==> config.mk <==
export PLATFORM = sky130hd
export DESIGN_NAME = double_knock_detector_top
export DESIGN_NICKNAME = d
export VERILOG_FILES = /design/src/hw/rtl/dkd_pkg.sv /design/src/hw/rtl/dkd_cfg.sv /design/src/hw/rtl/dkd_core.sv /design/src/hw/rtl/double_knock_detector_top.sv
export VERILOG_INCLUDE_DIRS = /design/src /design/src/hw/rtl
export SDC_FILE = /design/constraint.sdc
export NUM_CORES = 1
export LEC_CHECK = 0
export BUFFER_PORTS_ARGS = -buffer_cell sky130_fd_sc_hd__buf_2
export CAP_MARGIN = 30
export CORE_MARGIN = 2
export CORE_UTILIZATION = 34
export DETAILED_ROUTE_END_ITERATION = 16
export SKIP_LAST_GASP = 1
export SYNTH_ARGS = -nofsm -noshare
export SYNTH_HDL_FRONTEND = slang
export SYNTH_HIERARCHICAL = 1
export SYNTH_SLANG_ARGS = --single-unit
==> constraint.sdc <==
create_clock -name clk -period 15.3 [get_ports clk]
set_input_delay 1.53 -clock clk [delete_from_list [all_inputs] [get_ports clk]]
set_output_delay 1.53 -clock clk [all_outputs]
set_load 0.01 [all_outputs]
==> src/hw/rtl/double_knock_detector_top_assert.svh <==
// Assertion macros for the double-knock detector.
// Each check is sampled on the rising edge of clk and is off while rst_n is low.
`ifndef DOUBLE_KNOCK_DETECTOR_TOP_ASSERT_SVH
`define DOUBLE_KNOCK_DETECTOR_TOP_ASSERT_SVH
`ifndef SYNTH
// The consequent must hold in the same cycle as the antecedent.
`define DKD_ASSERT_SAME(lbl, ante, cons) \
  lbl: assert property (@(posedge clk) disable iff (!rst_n) (ante) |-> (cons)) \
    else $error("double_knock_detector: same-cycle check failed");
// The consequent must hold in the cycle after the antecedent.
`define DKD_ASSERT_NEXT(lbl, ante, cons) \
  lbl: assert property (@(posedge clk) disable iff (!rst_n) (ante) |=> (cons)) \
    else $error("double_knock_detector: next-cycle check failed");
`else
`define DKD_ASSERT_SAME(lbl, ante, cons)
`define DKD_ASSERT_NEXT(lbl, ante, cons)
`endif
`endif

==> src/hw/rtl/dkd_pkg.sv <==
package dkd_pkg;

  // Field widths of the configuration registers.
  localparam int WIN_LEN_W = 8;
  localparam int GAP_W     = 16;
  localparam int ELAPSED_W = 8;

  // Reset values of the configuration registers.
  localparam logic [WIN_LEN_W-1:0] RESET_WINDOW_LEN = 8'd100;
  localparam logic [GAP_W-1:0]     RESET_KNOCK_GAP  = 16'd2000;

  // Configuration as seen by the detector core.
  typedef struct packed {
    logic [WIN_LEN_W-1:0] window_len;
    logic [GAP_W-1:0]     knock_gap_ms;
  } cfg_t;

  // One result word.
  typedef struct packed {
    logic calibrated;
    logic window_done;
    logic vibration;
    logic knock;
  } result_t;

endpackage

==> src/hw/rtl/dkd_cfg.sv <==
module dkd_cfg
  import dkd_pkg::*;
(
  input  logic        clk,
  input  logic        rst_n,
  input  logic        psel,
  input  logic        penable,
  input  logic        pwrite,
  input  logic [2:0]  paddr,
  input  logic [31:0] pwdata,
  output logic [31:0] prdata,
  output logic        pready,
  output cfg_t        cfg
);

  // Registers sit on 32-bit word boundaries; bit 2 picks the word.
  localparam logic REG_WINDOW_LEN = 1'b0;
  localparam logic REG_KNOCK_GAP  = 1'b1;

  logic [WIN_LEN_W-1:0] window_len_r;
  logic [GAP_W-1:0]     knock_gap_r;
  logic                 wr_en;

  assign pready = 1'b1;
  assign wr_en  = psel && penable && pwrite;

  // Register writes in the access phase.
  always_ff @(posedge clk) begin
    if (!rst_n) begin
      window_len_r <= RESET_WINDOW_LEN;
      knock_gap_r  <= RESET_KNOCK_GAP;
    end else if (wr_en) begin
      case (paddr[2])
        REG_WINDOW_LEN: window_len_r <= pwdata[WIN_LEN_W-1:0];
        REG_KNOCK_GAP:  knock_gap_r  <= pwdata[GAP_W-1:0];
        default: ;
      endcase
    end
  end

  // Read-back mux.
  always_comb begin
    case (paddr[2])
      REG_WINDOW_LEN: prdata = {{(32-WIN_LEN_W){1'b0}}, window_len_r};
      REG_KNOCK_GAP:  prdata = {{(32-GAP_W){1'b0}}, knock_gap_r};
      default:        prdata = '0;
    endcase
  end

  assign cfg.window_len   = window_len_r;
  assign cfg.knock_gap_ms = knock_gap_r;

endmodule

==> src/hw/rtl/dkd_core.sv <==
module dkd_core
  import dkd_pkg::*;
#(
  parameter int SAMPLE_BITS = 16,
  parameter int MAX_WINDOW  = 255
) (
  input  logic                   clk,
  input  logic                   rst_n,
  input  cfg_t                   cfg,
  input  logic                   fire,
  input  logic                   action,
  input  logic [SAMPLE_BITS-1:0] accel_x,
  input  logic                   sound,
  input  logic [ELAPSED_W-1:0]   elapsed_ms,
  output result_t                res
);

  localparam int CW = $clog2(MAX_WINDOW + 1);   // window count width
  localparam int SW = SAMPLE_BITS + CW;         // calibration sum width
  localparam int DW = SAMPLE_BITS + 2 * CW;     // deviation / threshold width

  typedef enum logic [2:0] {
    PH_CALIB  = 3'b001,
    PH_FIRST  = 3'b010,
    PH_SECOND = 3'b100
  } phase_t;

  phase_t                phase_r, phase_nxt, phase_w;
  logic [CW-1:0]         count_r, count_nxt, count_inc;
  logic signed [SW-1:0]  calib_r, calib_nxt, calib_add;
  logic signed [SW-1:0]  base_r, base_nxt;
  logic [DW-1:0]         dev_r, dev_nxt, dev_add;
  logic                  snd_r, snd_nxt, snd_w;
  logic [GAP_W-1:0]      since_r, since_nxt, since_w;
  logic                  wit_r, wit_nxt, wit_w;

  logic [CW-1:0]         len;
  logic signed [SW:0]    len_x;
  logic signed [SW+1:0]  diff;
  logic [SW:0]           diff_abs;
  logic [SW-1:0]         base_abs;
  logic [DW-1:0]         thresh;
  logic [GAP_W:0]        since_sum;
  logic                  close_win, vib;

  // Effective window length, held to 1..MAX_WINDOW.
  always_comb begin
    if (cfg.window_len == '0) begin
      len = CW'(1);
    end else if (cfg.window_len > WIN_LEN_W'(MAX_WINDOW)) begin
      len = CW'(MAX_WINDOW);
    end else begin
      len = cfg.window_len[CW-1:0];
    end
  end

  // Deviation of this sample from the baseline, scaled by the window length.
  assign len_x     = $signed({1'b0, len}) * $signed(accel_x);
  assign diff      = (SW+2)'(base_r) - (SW+2)'(len_x);
  assign diff_abs  = diff[SW+1] ? (SW+1)'(-diff) : diff[SW:0];

  // Threshold is the baseline magnitude times the window length.
  assign base_abs  = base_r[SW-1] ? SW'(-base_r) : SW'(base_r);
  assign thresh    = DW'(base_abs) * DW'(len);

  assign count_inc = count_r + CW'(1);
  assign calib_add = calib_r + SW'($signed(accel_x));
  assign dev_add   = dev_r + DW'(diff_abs);
  assign since_sum = {1'b0, since_r} + (GAP_W+1)'(elapsed_ms);
  assign close_win = (count_inc >= len);

  // Next state and result for one word.
  always_comb begin
    phase_nxt = phase_r;
    count_nxt = count_r;
    calib_nxt = calib_r;
    base_nxt  = base_r;
    dev_nxt   = dev_r;
    snd_nxt   = snd_r;
    since_nxt = since_r;
    wit_nxt   = wit_r;
    phase_w   = phase_r;
    since_w   = since_r;
    wit_w     = wit_r;
    snd_w     = snd_r | sound;
    vib       = 1'b0;
    res       = '0;

    if (fire) begin
      if (action) begin
        // Recalibrate: everything back to the reset state.
        phase_nxt = PH_CALIB;
        count_nxt = '0;
        calib_nxt = '0;
        base_nxt  = '0;
        dev_nxt   = '0;
        snd_nxt   = 1'b0;
        since_nxt = '0;
        wit_nxt   = 1'b0;
      end else if (phase_r == PH_CALIB) begin
        // Baseline window.
        if (close_win) begin
          base_nxt  = calib_add;
          calib_nxt = '0;
          count_nxt = '0;
          dev_nxt   = '0;
          snd_nxt   = 1'b0;
          phase_nxt = PH_FIRST;
        end else begin
          calib_nxt = calib_add;
          count_nxt = count_inc;
        end
        res.calibrated = close_win;
      end else begin
        // Time only runs while waiting for the second knock.
        if (phase_r == PH_SECOND) begin
          since_w = since_sum[GAP_W] ? {GAP_W{1'b1}} : since_sum[GAP_W-1:0];
        end
        // A new window decides whether it starts inside the gap.
        if (count_r == '0) begin
          if (phase_r == PH_SECOND) begin
            wit_w = (since_w < cfg.knock_gap_ms);
            if (!wit_w) begin
              phase_w = PH_FIRST;
            end
          end else begin
            wit_w = 1'b0;
          end
        end
        if (close_win) begin
          vib = (dev_add > thresh) && snd_w;
          if (phase_w == PH_FIRST) begin
            if (vib) begin
              phase_w = PH_SECOND;
              since_w = '0;
            end
          end else if (vib && wit_w) begin
            res.knock = 1'b1;
            phase_w   = PH_FIRST;
          end
          count_nxt = '0;
          dev_nxt   = '0;
          snd_nxt   = 1'b0;
        end else begin
          count_nxt = count_inc;
          dev_nxt   = dev_add;
          snd_nxt   = snd_w;
        end
        phase_nxt       = phase_w;
        since_nxt       = since_w;
        wit_nxt         = wit_w;
        res.calibrated  = 1'b1;
        res.window_done = close_win;
        res.vibration   = vib;
      end
    end
  end

  // Detector state.
  always_ff @(posedge clk) begin
    if (!rst_n) begin
      phase_r <= PH_CALIB;
      count_r <= '0;
      calib_r <= '0;
      base_r  <= '0;
      dev_r   <= '0;
      snd_r   <= 1'b0;
      since_r <= '0;
      wit_r   <= 1'b0;
    end else begin
      phase_r <= phase_nxt;
      count_r <= count_nxt;
      calib_r <= calib_nxt;
      base_r  <= base_nxt;
      dev_r   <= dev_nxt;
      snd_r   <= snd_nxt;
      since_r <= since_nxt;
      wit_r   <= wit_nxt;
    end
  end

endmodule

==> src/hw/rtl/double_knock_detector_top.sv <==
// Double-knock detector. Each input word carries one signed x-axis sample, the
// sound pin level and the milliseconds since the previous word; every word
// yields exactly one result word, which passes from the input register to the
// result register on the output, and a new word is taken every cycle while the
// output side keeps up. The rate is set by the
// combinational update of the window sums (one length-by-sample multiply, an
// absolute difference, an accumulate and a threshold compare) between the
// input register and the result register. The first window after reset or a
// recalibrate word forms the baseline; later windows report vibration and,
// for a second vibration window that starts inside the gap, a knock.
// window_len sits at address 0 and knock_gap_ms at address 4; change them
// only while no word is in flight.
`include "double_knock_detector_top_assert.svh"

module double_knock_detector_top
  import dkd_pkg::*;
#(
  parameter int SAMPLE_BITS = 16,
  parameter int MAX_WINDOW  = 255
) (
  input  logic                   clk,
  input  logic                   rst_n,
  // Input word channel.
  input  logic                   in_valid,
  output logic                   in_stall,
  input  logic                   in_action,
  input  logic [SAMPLE_BITS-1:0] in_accel_x,
  input  logic                   in_sound,
  input  logic [ELAPSED_W-1:0]   in_elapsed_ms,
  // Result word channel.
  output logic                   out_valid,
  input  logic                   out_stall,
  output logic                   out_calibrated,
  output logic                   out_window_done,
  output logic                   out_vibration,
  output logic                   out_knock,
  // Configuration port.
  input  logic                   psel,
  input  logic                   penable,
  input  logic                   pwrite,
  input  logic [2:0]             paddr,
  input  logic [31:0]            pwdata,
  output logic [31:0]            prdata,
  output logic                   pready
);

  cfg_t                   cfg;
  result_t                res, res_r;
  logic                   in_accept, s0_move;
  logic                   s0_valid_r, s0_valid_nxt;
  logic                   out_valid_r, out_valid_nxt;
  logic                   s0_action_r, s0_sound_r;
  logic [SAMPLE_BITS-1:0] s0_x_r;
  logic [ELAPSED_W-1:0]   s0_el_r;

  dkd_cfg u_cfg (
    .clk     (clk),
    .rst_n   (rst_n),
    .psel    (psel),
    .penable (penable),
    .pwrite  (pwrite),
    .paddr   (paddr),
    .pwdata  (pwdata),
    .prdata  (prdata),
    .pready  (pready),
    .cfg     (cfg)
  );

  // Handshake: the input register empties whenever the result register can load.
  assign s0_move   = s0_valid_r && (!out_valid_r || !out_stall);
  assign in_stall  = s0_valid_r && !s0_move;
  assign in_accept = in_valid && !in_stall;

  assign s0_valid_nxt  = in_accept || (s0_valid_r && !s0_move);
  assign out_valid_nxt = s0_move || (out_valid_r && out_stall);

  always_ff @(posedge clk) begin
    if (!rst_n) begin
      s0_valid_r  <= 1'b0;
      out_valid_r <= 1'b0;
    end else begin
      s0_valid_r  <= s0_valid_nxt;
      out_valid_r <= out_valid_nxt;
    end
  end

  // Input word register.
  always_ff @(posedge clk) begin
    if (in_accept) begin
      s0_action_r <= in_action;
      s0_x_r      <= in_accel_x;
      s0_sound_r  <= in_sound;
      s0_el_r     <= in_elapsed_ms;
    end
  end

  dkd_core #(
    .SAMPLE_BITS (SAMPLE_BITS),
    .MAX_WINDOW  (MAX_WINDOW)
  ) u_core (
    .clk        (clk),
    .rst_n      (rst_n),
    .cfg        (cfg),
    .fire       (s0_move),
    .action     (s0_action_r),
    .accel_x    (s0_x_r),
    .sound      (s0_sound_r),
    .elapsed_ms (s0_el_r),
    .res        (res)
  );

  // Result word register.
  always_ff @(posedge clk) begin
    if (s0_move) begin
      res_r <= res;
    end
  end

  assign out_valid       = out_valid_r;
  assign out_calibrated  = res_r.calibrated;
  assign out_window_done = res_r.window_done;
  assign out_vibration   = res_r.vibration;
  assign out_knock       = res_r.knock;

  // Only a closed window can report vibration or a knock.
  `DKD_ASSERT_SAME(a_vib_needs_window, out_valid && !out_window_done, !out_vibration && !out_knock)
  // A knock is always a calibrated vibration window.
  `DKD_ASSERT_SAME(a_knock_is_vib, out_valid && out_knock, out_vibration && out_calibrated)
  // A word that leaves the input register always shows up as a result.
  `DKD_ASSERT_NEXT(a_move_gives_result, s0_move, out_valid)
  // The input side stalls only when the input register is full.
  `DKD_ASSERT_SAME(a_stall_only_full, in_stall, s0_valid_r && out_valid_r)

endmodule

Word level (Yosys, flattened, before mapping). Index checks and enable logic that the tools add are counted.

Add/subtract/negate cells: 7. Multiply operators: 2. Order comparisons: 4. Equal/unequal tests: 5. Multiplexer cells: 53. Bitwise logic cells: 3. Reduce and logical (&&, ||, !) cells: 28.

Operator list (count): 24-bit two-way mux (7); 16-bit two-way mux (10); 32-bit two-way mux (4); 32-bit case mux with 2 select lines (1); 3-bit two-way mux (13); 32-bit by 25-bit adder with 32-bit output (1); 32-bit > comparator (1); 24-bit by 8-bit multiplier with 32-bit output (1); 8-bit two-way mux (4); 24-bit by 25-bit subtractor with 26-bit output (1); 9-bit by 16-bit multiplier with 25-bit output (1); 25-bit two-way mux (1); 25-bit negator (1); 24-bit by 16-bit adder with 24-bit output (1); 24-bit negator (1); 16-bit by 8-bit adder with 17-bit output (1); 8-bit logical NOT (2); 16-bit less-than comparator (1); 1-bit two-way mux (13); 2-bit AND reduction (5); 8-bit by 1-bit adder with 8-bit output (second input constant) (1); 8-bit >= comparator (1); 8-bit > comparator (second input constant) (1); 1-bit logical AND (8); 14 further kinds (21).

Register bits: 165. Input bits: 68. Output and inout bits: 39. Word-level logic and storage cells: 122.

Logic depth before layout (Yosys ltp).
Depth after elaboration: 18. Depth in mapped cells: 49.

Hierarchy. Netlist, hierarchy kept.

Modules (own cells, without submodules): dkd_core (instances 1, cells each 2508, area each 20820.0 um^2); dkd_cfg (instances 1, cells each 140, area each 1310.0 um^2); double_knock_detector_top (instances 1, cells each 38, area each 984.7 um^2).

Worst setup path before layout. No wires, ideal clock.

Kind: register to register. Start: reg u_cfg.window_len_r[1]. End: reg u_core.since_r[11]. Data arrival time: 10510 ps. Data required time: 15240 ps. Path slack: 4730 ps. Stages on the path, launching flop included: 46. Path buffers: 4. Cell sequence: dfxtp_1 -> clkbuf_1 -> clkbuf_1 -> nand2_1 -> fa_1 -> fa_1 -> fa_1 -> fa_1 -> inv_1 -> fa_1 -> inv_1 -> ha_1 -> clkbuf_1 -> nand2_1 -> nor2b_1 -> nand3_1 -> o211a_1 -> o41ai_2 -> [10 not listed] -> o311ai_1 -> nand2_1 -> a311oi_1 -> a211oi_1 -> nand2b_1 -> xnor2_1 -> ha_1 -> a21o_1 -> a21o_1 -> a21o_1 -> a211o_1 -> o211ai_1 -> a21oi_1 -> a31oi_1 -> nor2_1 -> a21oi_1 -> clkbuf_1 -> a22o_1.

Word-level cells in the longest chain between the ends: 15. Elaborated cells on any way between the ends: 18. Those cells by class: add/sub (3); mul (2); order compare (3); mux (8); reduce/logical (2).

Ends and longest elaborated chain: start, declared (RTL line dkd_cfg.sv:20) `logic [WIN_LEN_W-1:0] window_len_r;`; start signal, assigned (RTL line dkd_cfg.sv:34) `REG_WINDOW_LEN: window_len_r <= pwdata[WIN_LEN_W-1:0];`; 8-bit > comparator (RTL line dkd_core.sv:50) `end else if (cfg.window_len > WIN_LEN_W'(MAX_WINDOW)) begin`; 8-bit two-way mux (RTL line dkd_core.sv:50); 8-bit two-way mux (*) (RTL line dkd_core.sv:48) `if (cfg.window_len == '0) begin`; 9-bit by 16-bit multiplier with 25-bit output (RTL line dkd_core.sv:58) `assign len_x = $signed({1'b0, len}) * $signed(accel_x);`; 24-bit by 25-bit subtractor with 26-bit output (RTL line dkd_core.sv:59) `assign diff = (SW+2)'(base_r) - (SW+2)'(len_x);`; 25-bit negator (RTL line dkd_core.sv:60) `assign diff_abs = diff[SW+1] ? (SW+1)'(-diff) : diff[SW:0];`; 25-bit two-way mux (RTL line dkd_core.sv:60); 32-bit by 25-bit adder with 32-bit output (RTL line dkd_core.sv:68) `assign dev_add = dev_r + DW'(diff_abs);`; 32-bit > comparator (RTL line dkd_core.sv:131) `vib = (dev_add > thresh) && snd_w;`; 1-bit logical AND (RTL line dkd_core.sv:131); 16-bit two-way mux (RTL line dkd_core.sv:133) `if (vib) begin`; 16-bit two-way mux (RTL line dkd_core.sv:132) `if (phase_w == PH_FIRST) begin`; 16-bit two-way mux (*) (RTL line dkd_core.sv:130) `if (close_win) begin`; 16-bit two-way mux (*) (RTL line dkd_core.sv:100) `end else if (phase_r == PH_CALIB) begin`; 16-bit two-way mux (*) (RTL line dkd_core.sv:90) `if (action) begin`; end signal, assigned (RTL line dkd_core.sv:177) `since_r <= since_nxt;`; end, declared (RTL line dkd_core.sv:34) `logic [GAP_W-1:0] since_r, since_nxt, since_w;`.

Every way passes the cells marked *; elsewhere a longest branch is shown, timed or not. The select of a mux whose other input is x is not followed. A chain may end at the register's enable or synchronous reset.

Worst setup path in the final report.
Start: reg u_cfg.window_len_r[2]. End: reg u_core.since_r[15].

Same word-level chain as after synthesis.

==> results.cfg <==
[status]
status = completed

[detailed_routing]
drt_iter0_drc = 1097
avgRoutedWirePerCell_um = 16.89
viasPerCell = 4.993
antenna_left = 0
drcViolationCount = 0
firstDrtPassIters = 5
vias = 17980
wl_um = 60820

[worst_setup_path]
slowest_delay_ns = 0.90
reg2reg_from = u_cfg/window_len_r[2]
crit_path_frequent_cell = a21oi_1
critPathKind = flip-flop to flip-flop
slowest_stage = dfxtp_1
start_kind = flip-flop
cp_data_arrival_time_ns = 13.54
cp_data_required_time_ns = 15.74
crit_fanout = 18
startpoint = u_cfg/window_len_r[2]
end_kind = flip-flop

[synth]
syn_inst = 2686
ys_types = 92
synthXorXnorAreaFrac_pct = 6.355
synth_top_family_by_area = adder cells
syn_area_um2 = 23110
synth_flop_cell = dfxtp_1
async_reset_ff_share_pct = 0
ys_seq_area_share_pct = 15.59
avgSynthCellArea_um2 = 8.606
yosysWarnings = 6
synth_compound_area_share_pct = 15.09
yosys.area_share.simple_pct = 17.22
synth-edff-count = 30
synth_fa_ha_area_share_pct = 35.35
ys_seq_elements = 165
synth_mux_area_share_pct = 1.700

[power]
p_int_mw = 2.534
power.density_nw_per_um2 = 224.5
ir_worst_vdd_uv = 183.6
seq_power_share_pct = 8.4
combPwrFrac_pct = 83.3
pwr-share-clk_pct = 8.2
total_leakage_power_nw = 11.98
power_switching_mw = 3.075
switching_share_pct = 54.82

[cts]
cts_sinks = 165
cts_setup_buffers = 0
clkTransAtPathRegs_ns = 0.09
clk_path_buf_depth = 2
cts_buffers = 17
cts.repair.resized = 0
cts_tree = done
htree_num_levels = 4
ctsHoldBuffers = 0
clock_latency_ns = 0.50
cts_root_buf = clkbuf_16

[final_layout]
finish.net_count = 3276
final_common_cell = inv_1
regArea_um2 = 3603
drive_gt1_share_pct = 6.564
final_util_pct = 37.14
multi_input_area_um2 = 17600
nFillCells = 6905
area_delta_synth_final_pct = 8.098
final_cell_mix = 398 x inv_1, 265 x fa_1, 262 x nand2_1

[timing]
layout_min_cycle_time_ns = 13.11
finalHoldViolCount = 0
finalSetupTns_ns = 0
rsz0062_at_grt = no
post-route-period-util_pct = 85.66
finalSetupViolCount = 0
drv_slew = 0
setup_slack_ns = 2.194
finClkSkew_ns = 0.01857
max_slew.worst_pin.slew_ns = 1.081
slew_headroom_pct = 27.46
max_freq_ghz = 0.07630

[place]
dp_hpwl_um = 47650
gp_congestion = 0.8829
post-place-ws_ns = 2.303
io_buffer_count = 71

[global_route]
grt_use_total_pct = 17.57
antenna_found_initial = 1
grt_pass1_wl_um = 97600
grt_max_degree = 74
overflow = 0
grt_pass1_vias = 17600

[floorplan]
rows = 95
start_util_pct = 34.36
die_h_um = 264.7
dieWidth_um = 264.7
core-area_um2 = 67280
ios = 107
die-area_um2 = 70090

[flow_run]
drv_cap = 0

[worst_hold_path]
worstHoldStart = u_core/calib_r[2]
holdCritPathClass = flip-flop to flip-flop
[worst max-delay path, delay by kind of cell (launching register included)]
family	cells	cell delay, ns
muxes	1	0.45
adders and majority gates	6	2.70
DFF	1	0.90
buffers and inverters	5	0.97
AOI/OAI and AO/OA	22	6.04
xor gates and xnor gates	2	0.61
and+or+nand+nor	8	1.35
[cells in the mapped netlist (19+ instances only)]
cell type,instances,area [um^2]
inv_1,398,1494
fa_1,265,5305
nand2_1,262,983.4
ha_1,229,2865
nor2_1,195,732.0
and2_1,161,1007
dfxtp_1,135,2703
a21oi_1,118,590.6
xnor2_1,114,998.5
clkbuf_1,79,296.5
a21o_1,74,555.5
o21ai_0,60,300.3
a22oi_1,51,382.9
xor2_1,45,394.1
nand3_1,37,185.2
nor2b_1,32,200.2
edfxtp_1,30,900.9
mux2i_1,28,280.3
nand2b_1,27,168.9
nor3_1,25,125.1
nand4_1,21,131.4
a22o_1,20,175.2
o21bai_1,20,150.1
o21a_1,19,142.6
[stage by stage]
stage | instance area (um^2) | power (mW) | hold WS, ns | std cells
3_3_place_gp | 24340 | 5.115 | 0.4488 | 3565
5_1_grt | 24980 | 6.171 | 0.4854 | 3600
6_report | 24990 | 5.609 | 0.4654 | 3601
3_5_place_dp | 24360 | 5.140 | 0.4549 | 3568
4_1_cts | 24980 | 5.631 | 0.4674 | 3600
2_1_floorplan | 23170 | 3.971 | 0.4356 | 2701
[power groups by stage]
stage	clock network, mW	registers [mW]	logic, mW
final	0.461	0.473	4.67
after global placement	0	0.483	4.63
after detailed placement	0	0.483	4.66
after CTS	0.474	0.473	4.68
after floorplan	0	0.474	3.50
after global routing	0.492	0.475	5.20
[registers in the layout (all words and copies together) (netlist names), 3 cells and up]
signal / flops
u_cfg/window_len_r: 8
u_core/count_r: 8
u_core/dev_r: 32
s0_x_r: 16
u_core/phase_r: 3
s0_el_r: 8
u_core/base_r: 24
u_core/since_r: 16
u_core/calib_r: 24
u_cfg/knock_gap_r: 16
[logic make-up after synthesis]
group                    after synthesis
AO/OA/AOI/OAI                        499
XOR/XNOR                             163
adder cells (fa/ha/maj)              494
buffers and inverters                505
flip-flops                           165
multiplexers                          38
other                                  2
AND/OR/NAND/NOR                      820
[layer usage]
layer | vias up | global-route usage [%] | wire [um]
met5 | - | 0 | 0
met4 | 0 | 4.520 | 1105
met3 | 44 | 2.601 | 3020
met2 | 328 | 27.98 | 27260
met1 | 8705 | 24.93 | 29440
li1 | 8902 | - | -
[worst paths after layout]
kind	end	cells past startpoint	slack, ns
min	u_core/calib_r[2]	2	0.47
max	u_core/since_r[15]	44	2.19
min reg2reg	u_core/calib_r[2]	2	0.47
max reg2reg	u_core/since_r[15]	44	2.19
[layout make-up]
class / instances / area share, %
Multi-Input combinational cell: 2031 / 70.44
Sequential cell: 165 / 14.42
Inverter: 401 / 6.024
Tap cell: 873 / 4.372
Timing Repair Buffer: 98 / 2.238
Clock buffer: 18 / 1.758
Clock inverter: 14 / 0.7411
Antenna cell: 1 / 0.01002
No activity file was read; power rests on OpenSTA's default activity.
